<file path="config.mk">
export PLATFORM = sky130hd
export DESIGN_NAME = lcd_rect_fill_sequencer
export DESIGN_NICKNAME = d
export VERILOG_FILES = /design/src/design/lrf_pkg.sv /design/src/design/lcd_rect_fill_sequencer.sv /design/src/design/lrf_in_reg.sv /design/src/design/lrf_seq.sv /design/src/design/lrf_out_reg.sv
export SDC_FILE = /design/constraint.sdc
export NUM_CORES = 1
export LEC_CHECK = 0
export ABC_AREA = 1
export BUFFER_PORTS_ARGS = -buffer_cell sky130_fd_sc_hd__buf_2
export CAP_MARGIN = 20
export CORE_MARGIN = 1.5
export CORE_UTILIZATION = 47
export CTS_CLUSTER_DIAMETER = 100
export DETAILED_ROUTE_END_ITERATION = 10
export GPL_TIMING_DRIVEN = 0
export PLACE_DENSITY = 0.67
export SLEW_MARGIN = 10
export SYNTH_ARGS = -nofsm -noshare
export SYNTH_HDL_FRONTEND = slang
export SYNTH_SLANG_ARGS = --single-unit
export TNS_END_PERCENT = 30
</file>
<file path="constraint.sdc">
create_clock -name clk -period 4.82 [get_ports clk]
set_input_delay 0.482 -clock clk [delete_from_list [all_inputs] [get_ports clk]]
set_output_delay 0.482 -clock clk [all_outputs]
set_load 0.05 [all_outputs]
</file>
<file path="src/design/lrf_pkg.sv">
// ----------------------------------------------------------------------------
// lrf_pkg: shared definitions for the rectangle-fill sequencer
// Constants, codes and the result word type used by the sequencer modules.
// ----------------------------------------------------------------------------
package lrf_pkg;

    // default coordinate width (columns and rows)
    localparam int COORD_BITS_DEF = 10;

    // configuration register indexes
    localparam int               CFG_INDEX_W      = 1;
    localparam [CFG_INDEX_W-1:0] REG_PANEL_WIDTH  = 1'b0;
    localparam [CFG_INDEX_W-1:0] REG_PANEL_HEIGHT = 1'b1;

    // panel size after reset
    localparam int PANEL_WIDTH_RST  = 240;
    localparam int PANEL_HEIGHT_RST = 320;

    // input word kinds
    localparam logic KIND_START = 1'b0;
    localparam logic KIND_TICK  = 1'b1;

    // display controller commands
    localparam [7:0] CMD_COL_SET   = 8'h2A;
    localparam [7:0] CMD_ROW_SET   = 8'h2B;
    localparam [7:0] CMD_MEM_WRITE = 8'h2C;

    // sequence phases
    localparam int   PHASE_W        = 4;
    localparam [3:0] PH_COL_CMD     = 4'd0;
    localparam [3:0] PH_COL_START_H = 4'd1;
    localparam [3:0] PH_COL_START_L = 4'd2;
    localparam [3:0] PH_COL_END_H   = 4'd3;
    localparam [3:0] PH_COL_END_L   = 4'd4;
    localparam [3:0] PH_ROW_CMD     = 4'd5;
    localparam [3:0] PH_ROW_START_H = 4'd6;
    localparam [3:0] PH_ROW_START_L = 4'd7;
    localparam [3:0] PH_ROW_END_H   = 4'd8;
    localparam [3:0] PH_ROW_END_L   = 4'd9;
    localparam [3:0] PH_MEM_CMD     = 4'd10;
    localparam [3:0] PH_PIXELS      = 4'd11;

    // one bus word toward the display
    typedef struct packed {
        logic       is_data;
        logic [7:0] bus_byte;
        logic       last;
    } result_t;

endpackage

</file>
<file path="src/design/lcd_rect_fill_sequencer.sv">
// ----------------------------------------------------------------------------
// lcd_rect_fill_sequencer: rectangle fill to display bus byte sequencer
// Clips a fill request to the panel and emits the column/row window
// commands, the memory-write command and the pixel color bytes, one
// bus byte per word of a running fill.
//
//  channel | dir | handshake          | payload
//  --------+-----+--------------------+--------------------------------------
//  s_*     | in  | s_tvalid/s_tready  | tuser: kind; tdata: left, top, width,
//          |     |                    |   height, fill_color
//  m_*     | out | m_tvalid/m_tready  | tuser: is_data; tdata: bus_byte;
//          |     |                    |   tlast: last
//  cfg_*   | in  | cfg_we             | cfg_index, cfg_data (panel size)
//
// One input word per cycle is taken while the output is not stalled; each
// word leaves at most one bus word through the input register, then the
// sequencer into the output register. The sequencer's next state is combinational.
// Reset clears all fill state and loads a 240 x 320 panel.
// A stall on m_tready holds the output word and, once the input register
// is also full, drops s_tready; no word is lost.
// ----------------------------------------------------------------------------
module lcd_rect_fill_sequencer #(
    parameter int COORD_BITS = lrf_pkg::COORD_BITS_DEF
) (
    input  logic                            clk,
    input  logic                            rst_n,

    input  logic                            cfg_we,
    input  logic [lrf_pkg::CFG_INDEX_W-1:0] cfg_index,
    input  logic [COORD_BITS-1:0]           cfg_data,

    input  logic                            s_tvalid,
    output logic                            s_tready,
    // left, top, width, height, fill_color from bit 0 up, zero padded
    input  logic [((4*COORD_BITS+16+7)/8)*8-1:0] s_tdata,
    // kind
    input  logic                            s_tuser,

    output logic                            m_tvalid,
    input  logic                            m_tready,
    // bus_byte
    output logic [7:0]                      m_tdata,
    // is_data
    output logic                            m_tuser,
    output logic                            m_tlast
);

    localparam int DATA_W = ((4*COORD_BITS + 16 + 7) / 8) * 8;

    logic              item_valid;
    logic [DATA_W-1:0] item_data;
    logic              item_kind;
    logic              out_free;
    logic              advance;
    logic              res_valid;
    lrf_pkg::result_t  res;
    lrf_pkg::result_t  out_word;

    // move the held request into the sequencer when the output can take it
    assign advance = item_valid && out_free;

    lrf_in_reg #(
        .DATA_W (DATA_W)
    ) u_in (
        .clk        (clk),
        .rst_n      (rst_n),
        .s_tvalid   (s_tvalid),
        .s_tready   (s_tready),
        .s_tdata    (s_tdata),
        .s_tuser    (s_tuser),
        .advance    (advance),
        .item_valid (item_valid),
        .item_data  (item_data),
        .item_kind  (item_kind)
    );

    lrf_seq #(
        .COORD_BITS (COORD_BITS),
        .DATA_W     (DATA_W)
    ) u_seq (
        .clk       (clk),
        .rst_n     (rst_n),
        .cfg_we    (cfg_we),
        .cfg_index (cfg_index),
        .cfg_data  (cfg_data),
        .advance   (advance),
        .item_data (item_data),
        .item_kind (item_kind),
        .res_valid (res_valid),
        .res       (res)
    );

    lrf_out_reg u_out (
        .clk       (clk),
        .rst_n     (rst_n),
        .load      (advance),
        .res_valid (res_valid),
        .res       (res),
        .free      (out_free),
        .m_tvalid  (m_tvalid),
        .m_tready  (m_tready),
        .word      (out_word)
    );

    assign m_tdata = out_word.bus_byte;
    assign m_tuser = out_word.is_data;
    assign m_tlast = out_word.last;

endmodule

</file>
<file path="src/design/lrf_in_reg.sv">
// ----------------------------------------------------------------------------
// lrf_in_reg: input register
// Holds one accepted request word until the sequencer takes it.
// ----------------------------------------------------------------------------
module lrf_in_reg #(
    parameter int DATA_W = 56
) (
    input  logic              clk,
    input  logic              rst_n,
    input  logic              s_tvalid,
    output logic              s_tready,
    input  logic [DATA_W-1:0] s_tdata,
    input  logic              s_tuser,
    input  logic              advance,
    output logic              item_valid,
    output logic [DATA_W-1:0] item_data,
    output logic              item_kind
);

    logic              valid_reg;
    logic [DATA_W-1:0] data_reg;
    logic              kind_reg;

    // free when empty or when the held word leaves this cycle
    assign s_tready = !valid_reg || advance;

    always_ff @(posedge clk or negedge rst_n)
    begin
        if (!rst_n)
        begin
            valid_reg <= 1'b0;
        end
        else if (s_tvalid && s_tready)
        begin
            valid_reg <= 1'b1;
        end
        else if (advance)
        begin
            valid_reg <= 1'b0;
        end
    end

    always_ff @(posedge clk)
    begin
        if (s_tvalid && s_tready)
        begin
            data_reg <= s_tdata;
            kind_reg <= s_tuser;
        end
    end

    assign item_valid = valid_reg;
    assign item_data  = data_reg;
    assign item_kind  = kind_reg;

endmodule

</file>
<file path="src/design/lrf_seq.sv">
// ----------------------------------------------------------------------------
// lrf_seq: sequencer core
// Clips a rectangle, holds the fill state and picks the next bus byte.
// ----------------------------------------------------------------------------
module lrf_seq #(
    parameter int COORD_BITS = lrf_pkg::COORD_BITS_DEF,
    parameter int DATA_W     = 56
) (
    input  logic                                clk,
    input  logic                                rst_n,
    input  logic                                cfg_we,
    input  logic [lrf_pkg::CFG_INDEX_W-1:0]     cfg_index,
    input  logic [COORD_BITS-1:0]               cfg_data,
    input  logic                                advance,
    input  logic [DATA_W-1:0]                   item_data,
    input  logic                                item_kind,
    output logic                                res_valid,
    output lrf_pkg::result_t                    res
);

    localparam int CB    = COORD_BITS;
    localparam int EXT_W = (CB + 1 > 16) ? CB + 1 : 16;

    logic [CB-1:0]  panel_w_reg, panel_w_next;
    logic [CB-1:0]  panel_h_reg, panel_h_next;
    logic           busy_reg, busy_next;
    logic [lrf_pkg::PHASE_W-1:0] phase_reg, phase_next;
    logic [CB-1:0]  col_start_reg, col_start_next;
    logic [CB:0]    col_end_reg, col_end_next;
    logic [CB-1:0]  row_start_reg, row_start_next;
    logic [CB:0]    row_end_reg, row_end_next;
    logic [15:0]    color_reg, color_next;
    logic [CB-1:0]  cols_left_reg, cols_left_next;
    logic [CB-1:0]  rows_left_reg, rows_left_next;
    logic           low_half_reg, low_half_next;

    logic [CB-1:0]  in_left, in_top, in_width, in_height;
    logic [15:0]    in_color;
    logic           drop;
    logic [CB:0]    sum_x, sum_y;
    logic [CB-1:0]  clip_w, clip_h;
    logic [CB:0]    reload_full;
    logic [CB-1:0]  cols_dec;
    logic [EXT_W-1:0] col_start_ext, col_end_ext, row_start_ext, row_end_ext;

    // unpack the request word, lowest field first
    assign in_left   = item_data[CB-1:0];
    assign in_top    = item_data[2*CB-1:CB];
    assign in_width  = item_data[3*CB-1:2*CB];
    assign in_height = item_data[4*CB-1:3*CB];
    assign in_color  = item_data[4*CB+15:4*CB];

    assign drop   = (in_left >= panel_w_reg) || (in_top >= panel_h_reg);
    assign sum_x  = {1'b0, in_left} + {1'b0, in_width};
    assign sum_y  = {1'b0, in_top} + {1'b0, in_height};
    assign clip_w = (sum_x > {1'b0, panel_w_reg}) ? panel_w_reg - in_left : in_width;
    assign clip_h = (sum_y > {1'b0, panel_h_reg}) ? panel_h_reg - in_top : in_height;

    // column count for the next row
    assign reload_full = col_end_reg - {1'b0, col_start_reg} + (CB+1)'(1);
    assign cols_dec    = cols_left_reg - CB'(1);

    // start coordinates zero-extend, end coordinates sign-extend
    assign col_start_ext = EXT_W'(col_start_reg);
    assign row_start_ext = EXT_W'(row_start_reg);
    assign col_end_ext   = EXT_W'($signed(col_end_reg));
    assign row_end_ext   = EXT_W'($signed(row_end_reg));

    always_comb
    begin
        panel_w_next   = panel_w_reg;
        panel_h_next   = panel_h_reg;
        busy_next      = busy_reg;
        phase_next     = phase_reg;
        col_start_next = col_start_reg;
        col_end_next   = col_end_reg;
        row_start_next = row_start_reg;
        row_end_next   = row_end_reg;
        color_next     = color_reg;
        cols_left_next = cols_left_reg;
        rows_left_next = rows_left_reg;
        low_half_next  = low_half_reg;
        res_valid      = 1'b0;
        res            = '0;

        if (cfg_we)
        begin
            case (cfg_index)
                lrf_pkg::REG_PANEL_WIDTH:  panel_w_next = cfg_data;
                lrf_pkg::REG_PANEL_HEIGHT: panel_h_next = cfg_data;
                default: ;
            endcase
        end

        if (advance)
        begin
            if (item_kind == lrf_pkg::KIND_START)
            begin
                // a new start always abandons the fill in progress
                busy_next = 1'b0;
                if (!drop)
                begin
                    col_start_next = in_left;
                    row_start_next = in_top;
                    col_end_next   = {1'b0, in_left} + {1'b0, clip_w} - (CB+1)'(1);
                    row_end_next   = {1'b0, in_top} + {1'b0, clip_h} - (CB+1)'(1);
                    cols_left_next = clip_w;
                    rows_left_next = clip_h;
                    color_next     = in_color;
                    low_half_next  = 1'b0;
                    phase_next     = lrf_pkg::PH_COL_START_H;
                    busy_next      = 1'b1;
                    res_valid      = 1'b1;
                    res.is_data    = 1'b0;
                    res.bus_byte   = lrf_pkg::CMD_COL_SET;
                end
            end
            else if (busy_reg)
            begin
                res_valid   = 1'b1;
                res.is_data = 1'b1;
                phase_next  = phase_reg + lrf_pkg::PHASE_W'(1);
                case (phase_reg)
                    lrf_pkg::PH_COL_CMD:
                    begin
                        res.is_data  = 1'b0;
                        res.bus_byte = lrf_pkg::CMD_COL_SET;
                    end
                    lrf_pkg::PH_COL_START_H: res.bus_byte = col_start_ext[15:8];
                    lrf_pkg::PH_COL_START_L: res.bus_byte = col_start_ext[7:0];
                    lrf_pkg::PH_COL_END_H:   res.bus_byte = col_end_ext[15:8];
                    lrf_pkg::PH_COL_END_L:   res.bus_byte = col_end_ext[7:0];
                    lrf_pkg::PH_ROW_CMD:
                    begin
                        res.is_data  = 1'b0;
                        res.bus_byte = lrf_pkg::CMD_ROW_SET;
                    end
                    lrf_pkg::PH_ROW_START_H: res.bus_byte = row_start_ext[15:8];
                    lrf_pkg::PH_ROW_START_L: res.bus_byte = row_start_ext[7:0];
                    lrf_pkg::PH_ROW_END_H:   res.bus_byte = row_end_ext[15:8];
                    lrf_pkg::PH_ROW_END_L:   res.bus_byte = row_end_ext[7:0];
                    lrf_pkg::PH_MEM_CMD:
                    begin
                        res.is_data   = 1'b0;
                        res.bus_byte  = lrf_pkg::CMD_MEM_WRITE;
                        low_half_next = 1'b0;
                        // empty rectangle ends on the write command
                        res.last = (cols_left_reg == '0) || (rows_left_reg == '0);
                    end
                    lrf_pkg::PH_PIXELS:
                    begin
                        phase_next = phase_reg;
                        if (!low_half_reg)
                        begin
                            res.bus_byte  = color_reg[15:8];
                            low_half_next = 1'b1;
                        end
                        else
                        begin
                            res.bus_byte  = color_reg[7:0];
                            low_half_next = 1'b0;
                            res.last = (cols_left_reg == CB'(1)) &&
                                       (rows_left_reg == CB'(1));
                            if (cols_dec == '0)
                            begin
                                rows_left_next = rows_left_reg - CB'(1);
                                cols_left_next = reload_full[CB-1:0];
                            end
                            else
                            begin
                                cols_left_next = cols_dec;
                            end
                        end
                    end
                    default:
                    begin
                        phase_next = phase_reg;
                        busy_next  = 1'b0;
                        res_valid  = 1'b0;
                    end
                endcase
                if (res.last)
                begin
                    busy_next = 1'b0;
                end
            end
        end
    end

    always_ff @(posedge clk or negedge rst_n)
    begin
        if (!rst_n)
        begin
            panel_w_reg   <= CB'(lrf_pkg::PANEL_WIDTH_RST);
            panel_h_reg   <= CB'(lrf_pkg::PANEL_HEIGHT_RST);
            busy_reg      <= 1'b0;
            phase_reg     <= lrf_pkg::PH_COL_CMD;
            col_start_reg <= '0;
            col_end_reg   <= '0;
            row_start_reg <= '0;
            row_end_reg   <= '0;
            color_reg     <= '0;
            cols_left_reg <= '0;
            rows_left_reg <= '0;
            low_half_reg  <= 1'b0;
        end
        else
        begin
            panel_w_reg   <= panel_w_next;
            panel_h_reg   <= panel_h_next;
            busy_reg      <= busy_next;
            phase_reg     <= phase_next;
            col_start_reg <= col_start_next;
            col_end_reg   <= col_end_next;
            row_start_reg <= row_start_next;
            row_end_reg   <= row_end_next;
            color_reg     <= color_next;
            cols_left_reg <= cols_left_next;
            rows_left_reg <= rows_left_next;
            low_half_reg  <= low_half_next;
        end
    end

endmodule

</file>
<file path="src/design/lrf_out_reg.sv">
// ----------------------------------------------------------------------------
// lrf_out_reg: output register
// Holds one bus word until the downstream side takes it.
// ----------------------------------------------------------------------------
module lrf_out_reg (
    input  logic             clk,
    input  logic             rst_n,
    input  logic             load,
    input  logic             res_valid,
    input  lrf_pkg::result_t res,
    output logic             free,
    output logic             m_tvalid,
    input  logic             m_tready,
    output lrf_pkg::result_t word
);

    logic             valid_reg;
    lrf_pkg::result_t word_reg;

    assign free = !valid_reg || m_tready;

    always_ff @(posedge clk or negedge rst_n)
    begin
        if (!rst_n)
        begin
            valid_reg <= 1'b0;
        end
        else if (load)
        begin
            valid_reg <= res_valid;
        end
        else if (m_tready)
        begin
            valid_reg <= 1'b0;
        end
    end

    always_ff @(posedge clk)
    begin
        if (load && res_valid)
        begin
            word_reg <= res;
        end
    end

    assign m_tvalid = valid_reg;
    assign word     = word_reg;

endmodule

</file>
# Word-level counts from Yosys, hierarchy flattened
# Index checks and enable logic that the tools add are counted.
# totals
wordCells,132
output_inout_bits,12
inputBits,73
regBits,173
# classes
eq_ne,20
reduce_logical,27
order_cmp,4
add_sub_neg,13
mux,46
n_bitwise,3
# op_table
op,n
10-bit two-way mux,15
8-bit one-hot mux with 12 select lines,1
10-bit by 10-bit adder with 11-bit output,4
10-bit zero test,3
10-bit subtractor,3
11-bit by 10-bit greater-than comparator with 1-bit output,2
11-bit by 1-bit subtractor with 11-bit output (second input constant),2
1-bit two-way mux,21
10-bit by 1-bit equality test with 1-bit output (second input constant),2
10-bit >= comparator,2
10-bit by 1-bit subtractor with 10-bit output (second input constant),2
4-bit by 3-bit equality test with 1-bit output (second input constant),4
4-bit equality test (second input constant),4
4-bit two-way mux,4
12-bit OR reduction,1
11-bit OR reduction,1
10-bit by 1-bit adder with 10-bit output (second input constant),1
9-bit two-way mux,1
4-bit by 2-bit equality test with 1-bit output (second input constant),2
8-bit two-way mux,1
2-bit by 1-bit != test with 1-bit output (second input constant),4
4-bit AND reduction,2
6-bit two-way mux,1
3-bit AND reduction,2
other kinds (15),28

# Logic depth before layout (Yosys ltp)
# Gate-level depths: netlist (run 1).
# logic_depth
ltp_word,10
depth_mapped,31
depth_no_buf,31

# Modules after synthesis
# From an unflattened synthesis (run 1), not the netlist that was laid out.
# unflattened
cells_unflattened,1449
area_unflattened_um2,11836.4
# by_module_without_submodules
mod,seq_area_each_um2,area_each_um2,n_inst,cells_per_inst
lrf_seq,2610.0,9720.6,1,1366
lrf_in_reg,1736.7,1756.7,1,63
lrf_out_reg,325.3,351.6,1,18
lcd_rect_fill_sequencer,0.0,7.5,1,2

# Worst setup path before layout (run 1)
# No wires, ideal clock.
# synth_path
path_kind,flip-flop to flip-flop
from,"reg u_in.data_reg[12], in the netlist u_in.item_data[12]"
to,reg u_seq.row_end_reg[9]
setup_ps,83
path_stages_with_launch,27
path_buffers,1
arrival_ps,4450
required_time_ps,4737
synth_period_minus_slack_ps,4532
setup_slack_ps,288
cell_sequence,edfxtp_1 ha_1 a21oi_1 nand2_1 a21oi_1 o21ai_0 a21o_1 a21oi_1 xnor2_1 ha_1 nand2_1 nor3_1 nand2_1 nand2_1 buf_1 nand3_1 and2_1 ha_1 inv_1 ha_1 fa_1 a21oi_1 o21ai_0 nand2_1 o311ai_0 xor2_1 o21ai_0
# synth_between
elab_chain_cells,5
elab_cells_between_ends,10
cone_classes,4 x add/sub; 2 x order compare; 1 x mux; 1 x bitwise; 2 x reduce/logical
# synth_lines
item,line,source
from (decl),lrf_in_reg.sv:21,logic [DATA_W-1:0] data_reg;
from (signal assigned),lrf_in_reg.sv:47,data_reg <= s_tdata;
10-bit by 10-bit adder with 11-bit output,lrf_seq.sv:55,"assign sum_y = {1'b0, in_top} + {1'b0, in_height};"
11-bit by 10-bit greater-than comparator with 1-bit output,lrf_seq.sv:57,"assign clip_h = (sum_y > {1'b0, panel_h_reg}) ? panel_h_reg - in_top : in_height;"
10-bit two-way mux,lrf_seq.sv:57,
10-bit by 10-bit adder with 11-bit output,lrf_seq.sv:106,"row_end_next = {1'b0, in_top} + {1'b0, clip_h} - (CB+1)'(1);"
11-bit by 1-bit subtractor with 11-bit output,lrf_seq.sv:106,
to (signal assigned),lrf_seq.sv:216,row_end_reg <= row_end_next;
to (decl),lrf_seq.sv:31,"logic [CB:0] row_end_reg, row_end_next;"
# Several ways; a longest one is shown, not always the timed one.
# A chain may end at the register's enable or synchronous reset.

# Worst setup path after layout (run 1)
# layout_path
from,"reg u_in.data_reg[22], in the netlist u_in.item_data[22]"
to,reg u_seq.col_end_reg[9]
# layout_between
elab_chain_cells,5
# layout_lines
item,line,source
10-bit by 10-bit adder with 11-bit output,lrf_seq.sv:54,"assign sum_x = {1'b0, in_left} + {1'b0, in_width};"
11-bit by 10-bit greater-than comparator with 1-bit output,lrf_seq.sv:56,"assign clip_w = (sum_x > {1'b0, panel_w_reg}) ? panel_w_reg - in_left : in_width;"
10-bit two-way mux (*),lrf_seq.sv:56,
10-bit by 10-bit adder with 11-bit output (*),lrf_seq.sv:105,"col_end_next = {1'b0, in_left} + {1'b0, clip_w} - (CB+1)'(1);"
11-bit by 1-bit subtractor with 11-bit output (*),lrf_seq.sv:105,
to (signal assigned),lrf_seq.sv:214,col_end_reg <= col_end_next;
to (decl),lrf_seq.sv:29,"logic [CB:0] col_end_reg, col_end_next;"
# Mark *: on every way between the ends. The rest lies on a longest branch, timed or not.

==> flow_metrics.env, run 1 <==
export IMPL_period_share_pct=95.8
export IMPL_initial_utilization_pct=47.8
export IMPL_largest_reg_flops=56
export IMPL_drc=0
export IMPL_critPathMostFrequentCell="nand2_1"
export IMPL_fin_worst_skew_ns=0.0169
export IMPL_critical_path_required_ns=5.14
export IMPL_synth_cell_types=58
export IMPL_wl_per_cell_microns=15.8
export IMPL_ys_seq_elements=173
export IMPL_path_clk_slew_ns=0.08
export IMPL_crit_slowest_cell="edfxtp_1"
export IMPL_finalSetupViolations=0
export IMPL_final_util_pct=55.5
export IMPL_h_tree_depth=4
export IMPL_io_pins=85
export IMPL_first_pass_iters=5
export IMPL_numCtsBuffers=17
export IMPL_whs_endpoint="u_in.item_data[15]"
export IMPL_drt_iter0_drc=714
export IMPL_period_minus_slack_ns=4.62
export IMPL_area_delta_synth_final_pct=16.2
export IMPL_crit_arrival_ns=4.93
export IMPL_antenna_found_initial=0
export IMPL_yosysTopAreaCellShare_pct=20.9
export IMPL_rsz0062_at_grt="true"
export IMPL_ir_drop_mv=0.270
export IMPL_synth_area_sq_um=12000
export IMPL_die_y_microns=163
export IMPL_critPathCaptureType="register"
export IMPL_mostFrequentLayoutCell="nand2_1"
export IMPL_worstHoldStart="s_tdata[15]"
export IMPL_crit_family="adder cells"
export IMPL_final_cell_mix="323 x nand2_1, 238 x inv_1, 115 x ha_1"
export IMPL_clock_sinks=173
export IMPL_numPortBuffers=84
export IMPL_p_per_area_nw_per_um2=548
export IMPL_crit_buf_inv=5
export IMPL_holdPathStages=1
export IMPL_worst_pin_slew_ns=0.707
export IMPL_seq_area_frac_synth_pct=38.9
export IMPL_timing_rr_start="u_in.item_data[22]"
export IMPL_grt_pass1_vias=9749
export IMPL_cap_violations=0
export IMPL_die_w_microns=163
export IMPL_reg2reg_to="u_seq.col_end_reg[9]"
export IMPL_fin_cells=1930
export IMPL_setup_worst_path_start_class="register"
export IMPL_grt_pass1_wl_mm=49.1
export IMPL_grt_max_degree=59
export IMPL_crit_path_max_fanout=8
export IMPL_yosysTopAreaCell="dfrtp_1"
export IMPL_fin_nets=1791
export IMPL_dieArea_sq_um=26500
export IMPL_synthCells=1453
export IMPL_root_buffer="clkbuf_16"
export IMPL_hold_viol_final=0
export IMPL_cts_tree="built"
export IMPL_place_congestion=0.971
export IMPL_gr_total_overflow=0
export IMPL_fin_setup_tns_ns=0
export IMPL_avgSynthCellArea_sq_um=8.26
export IMPL_yosysWarningCount=0
export IMPL_clock_fmax_mhz=217
export IMPL_num_vias=10003
export IMPL_hpwl_mm=24.1
export IMPL_worstSetupPathType="reg -> reg"
export IMPL_slew_viol_final=0
export IMPL_p_leak_uw=0.00705
export IMPL_clk_latency_ns=0.44
export IMPL_status="finished clean"
export IMPL_fillers=2346
export IMPL_slew_headroom_pct=52.7
export IMPL_clk_path_buf_depth=2
export IMPL_core_area_sq_um=25100
export IMPL_drt_wl_total_mm=30.6
export IMPL_drive_above_1_share_pct=16.9
export IMPL_crit_path_max_incr_delay_ns=0.44
export IMPL_synth_fp_nets=1657
export IMPL_via_per_inst=5.18
export IMPL_ant_nets=0
export IMPL_rrSetupSlack_ns=0.20
export IMPL_reg2reg_depth=31
export IMPL_grt_usage_pct=23.8
export IMPL_dp_cells=1869
export IMPL_synth_area_top_cells="dfrtp_1 21%, edfxtp_1 17%, ha_1 13%"
export IMPL_num_antenna_cells=0
export IMPL_hp_class="in -> reg"
export IMPL_rows=58
area by class of cell:
class,count,area (sq um),area share (%)
plain buffers,29,186,1.34
clock buffers,17,425,3.05
clock inverters,15,191,1.37
inverters,249,937,6.72
multi-input cells,1002,6420,46.1
flip-flops and latches,173,4670,33.5
well taps,330,413,2.96
repair buffers,115,694,4.98
metal layers:
| layer | part of all wire, % | global-route usage, % | up-vias |
|---|---|---|---|
| li1 | - | - | 5024 |
| met1 | 46 | 31.1 | 4695 |
| met2 | 47 | 40.2 | 243 |
| met3 | 4.1 | 3.72 | 41 |
| met4 | 2.7 | 7.96 | 0 |
| met5 | 0 | 0 | - |
timing repair:
action | CTS | global route
pin swaps | 3 | 27
cloned | 0 | 0
hold endpoints to repair | 4 | 0
setup endpoints to repair | 12 | 12
resized for setup | 16 | 50
setup buffers | 11 | 17
hold buffers | 1 | 0
through the flow:
step / setup slack [ns] / power [uW] / cell area [sq um] / hold slack [ns]
after floorplan: 0.288 / 4930 / 12000 / 0.186
after global placement: -0.542 / 5810 / 12800 / 0.456
after detailed placement: -0.612 / 5900 / 12900 / 0.445
after CTS: -0.0131 / 7380 / 13700 / 0.201
after global routing: -0.116 / 8280 / 13900 / 0.193
final: 0.205 / 7640 / 13900 / 0.210
cell families after synthesis:
family,count (synthesis),share of synthesized area [%]
and+or+nand+nor,589,21.9
buffers and inverters,278,9.24
AOI/OAI and AO/OA,207,9.96
DFF,173,38.9
adders and majority gates,131,14.1
xor gates and xnor gates,57,4.16
muxes,18,1.69
report_power, final:
| group | leakage [uW] | switching [uW] | internal, uW | total (uW) |
|---|---|---|---|---|
| clock | 0.000298 | 710 | 709 | 1420 |
| combinational | 0.00479 | 2350 | 1590 | 3940 |
| sequential | 0.00196 | 355 | 1930 | 2290 |
worst reg2reg max path: cells and delay by family (launching register included):
family / cells / cell delay (ns)
compound gates: 6 / 0.87
xor+xnor: 2 / 0.39
flops: 1 / 0.44
buf+inv: 5 / 0.37
fa+ha+maj: 5 / 1.34
simple gates: 13 / 1.09
worst max path at each step:
stage,startpoint,end,depth (start not counted)
global placement,u_in.item_data[0],u_seq.col_end_reg[7],25
CTS,u_in.item_data[0],u_seq.col_end_reg[7],25
detailed placement,u_in.item_data[0],u_seq.col_end_reg[7],25
floorplan,u_in.item_data[12],u_seq.row_end_reg[9],26
finish,u_in.item_data[22],u_seq.col_end_reg[9],31
global route,u_in.item_data[22],u_seq.col_end_reg[8],32
synthesized netlist by cell type, drive strengths merged:
cell type  instances
o31ai              2
and3               1
buf               15
a21o               6
inv              247
o211ai             6
o31a               1
or2                2
and2              17
o21a               2
clkinv             2
xnor2             23
a22oi              4
nand3b             5
o21bai             3
ha               124
xor2              34
o21ai             91
mux2              18
o311ai             1
o22ai              1
a21oi             64
a221oi            11
a21boi             4
nor4               3
a211oi             3
clkbuf            14
a22o               3
fa                 7
nor3              14
dfrtp            100
nor2              93
nand3             99
dfstp              6
nand2            337
a31oi              5
edfxtp            67
nand4             18
Power figures use the tool's default switching activity.
==> inputs of run 2 (changes only) <==
- CORE_UTILIZATION: 47 -> 30
- PLACE_DENSITY: 0.67 -> default
==> flow_metrics.env, run 2 (synthesis results as in run 1) <==
export IMPL_status="finished clean"
export IMPL_rrSetupSlack_ns=0.16
export IMPL_num_vias=9992
export IMPL_first_pass_iters=5
export IMPL_reg2reg_depth=31
export IMPL_place_congestion=0.911
export IMPL_dieArea_sq_um=41200
export IMPL_hpwl_mm=26.4
export IMPL_ant_nets=0
export IMPL_via_per_inst=4.70
export IMPL_clk_latency_ns=0.46
export IMPL_drt_iter0_drc=700
export IMPL_initial_utilization_pct=30.3
export IMPL_power_uw=7730
export IMPL_clock_fmax_mhz=215
export IMPL_p_switching_uw=3400
export IMPL_die_y_microns=203
export IMPL_drc=0
export IMPL_period_minus_slack_ns=4.66
export IMPL_area_delta_synth_final_pct=18.8
export IMPL_critPathMostFrequentCell="nand2_1"
export IMPL_timing_rr_start="u_in.item_data[22]"
export IMPL_mostFrequentLayoutCell="nand2_1"
export IMPL_hp_class="in -> reg"
export IMPL_hold_viol_final=0
export IMPL_p_leak_uw=0.00705
export IMPL_final_cell_mix="321 x nand2_1, 238 x inv_1, 108 x ha_1"
export IMPL_worstSetupPathType="reg -> reg"
export IMPL_cts_tree="built"
export IMPL_whs_endpoint="u_in.item_data[20]"
export IMPL_io_pins=85
export IMPL_crit_arrival_ns=5.01
export IMPL_slew_headroom_pct=44.5
export IMPL_fin_worst_skew_ns=0.0141
export IMPL_rows=73
export IMPL_worstHoldStart="s_tdata[20]"
export IMPL_root_buffer="clkbuf_16"
export IMPL_crit_family="adder cells"
export IMPL_gr_total_overflow=0
export IMPL_fin_ws_ns=0.161
export IMPL_p_clk_share_pct=17.7
export IMPL_grt_max_degree=61
export IMPL_place_ws_ns=-0.672
export IMPL_clk_path_buf_depth=2
export IMPL_finalSetupViolations=0
export IMPL_seq_power_share_pct=29.6
export IMPL_num_antenna_cells=0
export IMPL_slew_viol_final=0
export IMPL_swShare_pct=44.0
export IMPL_core_area_sq_um=39600
export IMPL_setup_worst_path_start_class="register"
export IMPL_holdPathStages=1
export IMPL_critPathCaptureType="register"
export IMPL_crit_buf_inv=5
export IMPL_reg2reg_to="u_seq.col_end_reg[9]"
export IMPL_internal_power_uw=4330
export IMPL_clock_sinks=173
export IMPL_largest_reg_flops=56
export IMPL_ir_drop_mv=0.309
export IMPL_grt_pass1_vias=9722
export IMPL_fin_nets=1793
export IMPL_crit_path_max_incr_delay_ns=0.43
export IMPL_grt_pass1_wl_mm=52.3
export IMPL_drt_wl_total_mm=33.8
export IMPL_p_per_area_nw_per_um2=542
export IMPL_period_share_pct=96.7
export IMPL_die_w_microns=203
export IMPL_crit_slowest_cell="edfxtp_1"
export IMPL_numCtsBuffers=17
export IMPL_cp_depth=31
export IMPL_worst_pin_slew_ns=0.830
export IMPL_comb_power_share_pct=52.7
export IMPL_path_clk_slew_ns=0.07
export IMPL_cap_violations=0
export IMPL_antenna_found_initial=0
export IMPL_rsz0062_at_grt="true"
export IMPL_numPortBuffers=84
export IMPL_h_tree_depth=4
export IMPL_drive_above_1_share_pct=17.4
export IMPL_wl_per_cell_microns=15.9
export IMPL_crit_path_max_fanout=9
export IMPL_grt_usage_pct=16.5
export IMPL_critical_path_required_ns=5.17
-- run 2: cell types whose count changed in the layout (fill, tap and decap cells not counted), moves of 3 or more --
cell	previous run	this run
ha_4	4	10
inv_4	0	4
clkinv_8	6	0
ha_1	115	108
a21oi_2	9	6
-- run 2: timing repair --
item                                    in CTS  in global routing
pin swaps                                    6                 28
gates resized for setup                     22                 57
hold buffers                                 1                  0
endpoints found under the hold margin       46                  0
cloned                                       0                  1
setup buffers                                9                 21
endpoints found under the setup margin      12                 12
-- run 2: per-stage QoR --
step	hold slack [ns]	utilization (%)	cells	instance area [sq um]	TNS (ns)
3_3_place_gp	0.442	33.0	2062	13100	-3.33
2_1_floorplan	0.186	-	1453	12000	0
3_5_place_dp	0.452	33.1	2063	13100	-4.37
4_1_cts	0.171	34.9	2105	13800	-0.0239
5_1_grt	0.168	36.0	2127	14300	-0.315
6_report	0.193	36.0	2127	14300	0
-- run 2: worst max path at each step --
| stage | from | endpoint | slack [ns] |
|---|---|---|---|
| floorplan | u_in.item_data[12] | u_seq.row_end_reg[9] | 0.29 |
| global placement | u_in.item_data[0] | u_seq.col_end_reg[7] | -0.58 |
| detailed placement | u_in.item_data[0] | u_seq.col_end_reg[7] | -0.67 |
| CTS | u_in.item_data[2] | u_seq.col_end_reg[7] | -0.02 |
| global route | u_in.item_data[30] | u_seq.row_end_reg[8] | -0.10 |
| finish | u_in.item_data[22] | u_seq.col_end_reg[9] | 0.16 |
-- run 2: final cells by class --
cell class | count | area, sq um
Sequential cell | 173 | 4670
Buffer | 29 | 190
Tap cell | 525 | 657
Clock inverter | 9 | 68.8
Timing Repair Buffer | 117 | 694
Fill cell | 4134 | 25400
Clock buffer | 23 | 510
Multi-Input combinational cell | 1002 | 6520
Inverter | 249 | 940
-- run 2: per-layer routing --
metal | share of wire (%) | track usage, % | up-vias
li1 | - | - | 5022
met1 | 47 | 22.2 | 4701
met2 | 46 | 26.4 | 227
met3 | 4.4 | 3.26 | 42
met4 | 2.1 | 5.45 | 0
met5 | 0 | 0 | -
-- run 2: worst reg2reg max path: cells and delay by family (launching register included) --
family          cells  cell delay [ns]
compound gates      6             0.85
xor+xnor            2             0.41
fa+ha+maj           5             1.39
buf+inv             5             0.38
flops               1             0.43
simple gates       13             1.11
-- run 2: power groups by stage --
stage	registers [uW]	logic, uW	clock network, uW
2_1_floorplan	2190	2740	0
3_3_place_gp	2300	3540	0
3_5_place_dp	2310	3620	0
4_1_cts	2280	3720	1400
5_1_grt	2330	4600	1460
6_report	2290	4070	1370
==> inputs of run 3 (changes only) <==
- ABC_AREA: 1 -> default
==> flow_metrics.env, run 3 <==
export IMPL_p_leak_uw=0.00608
export IMPL_clk_latency_ns=0.47
export IMPL_num_antenna_cells=0
export IMPL_critPathLaunch="u_in.item_data[30]"
export IMPL_critPathCaptureType="register"
export IMPL_first_pass_iters=5
export IMPL_io_pins=85
export IMPL_period_share_pct=113
export IMPL_grt_pass1_wl_mm=52.8
export IMPL_die_w_microns=199
export IMPL_p_clk_share_pct=17.1
export IMPL_crit_family="compound AO/OA/AOI/OAI gates"
export IMPL_hpwl_mm=26.3
export IMPL_crit_path_max_incr_delay_ns=0.42
export IMPL_internal_power_uw=4650
export IMPL_crit_slowest_cell="edfxtp_1"
export IMPL_crit_path_max_fanout=5
export IMPL_cap_violations=0
export IMPL_fin_ws_ns=-0.621
export IMPL_place_ws_ns=-1.10
export IMPL_core_area_sq_um=37800
export IMPL_rows=71
export IMPL_swShare_pct=44.2
export IMPL_final_util_pct=36.9
export IMPL_synth_area_sq_um=11500
export IMPL_worstSetupPathType="reg -> reg"
export IMPL_worst_pin_slew_ns=0.825
export IMPL_setup_worst_path_start_class="register"
export IMPL_yosysWarningCount=0
export IMPL_yosysTopAreaCellShare_pct=21.7
export IMPL_crit_arrival_ns=5.79
export IMPL_path_clk_slew_ns=0.09
export IMPL_mostFrequentLayoutCell="nand2_1"
export IMPL_critPathMostFrequentCell="a211oi_2"
export IMPL_area_delta_synth_final_pct=20.9
export IMPL_ant_nets=0
export IMPL_synth_ff_type="dfrtp_1"
export IMPL_gr_total_overflow=0
export IMPL_fin_worst_skew_ns=0.0239
export IMPL_finalSetupViolations=9
export IMPL_seq_area_frac_synth_pct=40.5
export IMPL_clock_sinks=173
export IMPL_postPlaceCellArea_sq_um=12700
export IMPL_wl_per_cell_microns=18.1
export IMPL_final_cell_mix="151 x nand2_1, 114 x inv_1, 113 x ha_1"
export IMPL_synthCells=1206
export IMPL_fillers=3791
export IMPL_power_uw=8330
export IMPL_period_minus_slack_ns=5.44
export IMPL_grt_pass1_vias=9349
export IMPL_synth_cell_types=82
export IMPL_numPortBuffers=84
export IMPL_timing_rr_start="u_in.item_data[30]"
export IMPL_initial_utilization_pct=30.6
export IMPL_fin_area_sq_um=13900
export IMPL_via_per_inst=5.02
export IMPL_violations="negative setup slack"
export IMPL_drt_wl_total_mm=33.9
export IMPL_p_per_area_nw_per_um2=598
export IMPL_p_switching_uw=3680
export IMPL_status="finished, violations left"
export IMPL_clk_path_buf_depth=2
export IMPL_largest_reg_flops=56
export IMPL_critical_path_required_ns=5.17
export IMPL_grt_max_degree=74
export IMPL_crit_buf_inv=1
export IMPL_die_y_microns=199
export IMPL_worstHoldStart="s_tdata[41]"
export IMPL_hold_viol_final=0
export IMPL_ys_seq_elements=173
export IMPL_grt_usage_pct=17.7
export IMPL_cts_tree="built"
export IMPL_synth_area_top_cells="dfrtp_1 22%, edfxtp_1 17%, ha_1 13%"
export IMPL_numCtsBuffers=17
export IMPL_hp_class="in -> reg"
export IMPL_drt_iter0_drc=546
export IMPL_place_congestion=0.922
export IMPL_h_tree_depth=4
export IMPL_slew_headroom_pct=44.6
export IMPL_synth_async_reset_ratio_pct=61.3
export IMPL_comb_power_share_pct=55.0
export IMPL_slew_viol_final=0
export IMPL_synthTopCellsByCount="151 x nand2_1, 124 x ha_1, 119 x inv_1"
export IMPL_avgSynthCellArea_sq_um=9.57
export IMPL_yosys_cell_count_top_type="nand2_1"
export IMPL_fin_nets=1552
export IMPL_ir_drop_mv=0.321
export IMPL_synth_fp_nets=1410
export IMPL_antenna_found_initial=0
export IMPL_num_vias=9406
export IMPL_yosysTopAreaCell="dfrtp_1"
export IMPL_rsz0062_at_grt="true"
export IMPL_synth_edf_count=67
export IMPL_root_buffer="clkbuf_16"
export IMPL_drive_above_1_share_pct=20.6
export IMPL_clock_fmax_mhz=184
export IMPL_drc=0
export IMPL_dieArea_sq_um=39700
export IMPL_seq_power_share_pct=27.9
[run 3: cell type report]
type,instances,area [sq um],area share (%)
tap,511,639,4.58
sequential,173,4670,33.5
clock inverter,15,195,1.40
buffer,39,224,1.61
clock buffer,17,425,3.05
timing repair buffer,123,774,5.55
multi-input combinational,873,6560,47.0
inverter,121,457,3.27
[run 3: cells by family after synthesis]
| family | Yosys count | synth area share (%) |
|---|---|---|
| DFF | 173 | 40.5 |
| buffers and inverters | 160 | 5.88 |
| AOI/OAI and AO/OA | 297 | 16.9 |
| and+or+nand+nor | 360 | 15.1 |
| xor gates and xnor gates | 53 | 4.02 |
| muxes | 32 | 2.91 |
| adders and majority gates | 131 | 14.7 |
[run 3: stage by stage]
step | cells | TNS (ns) | hold slack, ns
3_5_place_dp | 1803 | -10.54 | 0.403
2_1_floorplan | 1206 | -0.881 | 0.186
6_report | 1872 | -2.72 | 0.192
4_1_cts | 1866 | -2.81 | 0.174
3_3_place_gp | 1801 | -10.11 | 0.435
5_1_grt | 1872 | -6.52 | 0.167
[run 3: timing repair]
action / in CTS / in global routing
buffers inserted: 30 / 6
cloned: 0 / 0
gates resized for setup: 59 / 13
endpoints found under the hold margin: 33 / 0
setup endpoints to repair: 18 / 15
pin swaps: 55 / 14
hold buffers: 1 / 0
[run 3: worst paths after layout]
| path | endpoint | slack, ns | cells after the start |
|---|---|---|---|
| setup / recovery | u_seq.row_end_reg[9] | -0.62 | 26 |
| hold / removal | u_in.item_data[41] | 0.19 | 1 |
| setup reg to reg | u_seq.row_end_reg[9] | -0.62 | 26 |
| hold reg to reg | u_seq.color_reg[2] | 0.44 | 2 |
| max in group asynchronous | u_seq.panel_w_reg[7] | 3.59 | 3 |
| min in group asynchronous | u_seq.color_reg[6] | 0.49 | 2 |
[run 3: layer usage]
layer	vias up	wire, microns	part of all wire, %	track usage [%]
met2	212	15500	46	28.0
met3	30	1390	4.1	2.57
met4	0	541	1.6	5.64
li1	4616	-	-	-
met1	4548	16400	48	24.7
met5	-	0	0	0
[run 3: power groups by stage]
| stage | Sequential, uW | Combinational, uW | Clock [uW] |
|---|---|---|---|
| global route | 2370 | 5100 | 1520 |
| finish | 2320 | 4580 | 1430 |
| floorplan | 2260 | 2950 | 0 |
| global placement | 2350 | 3910 | 0 |
| detailed placement | 2350 | 3970 | 0 |
| CTS | 2320 | 4400 | 1460 |
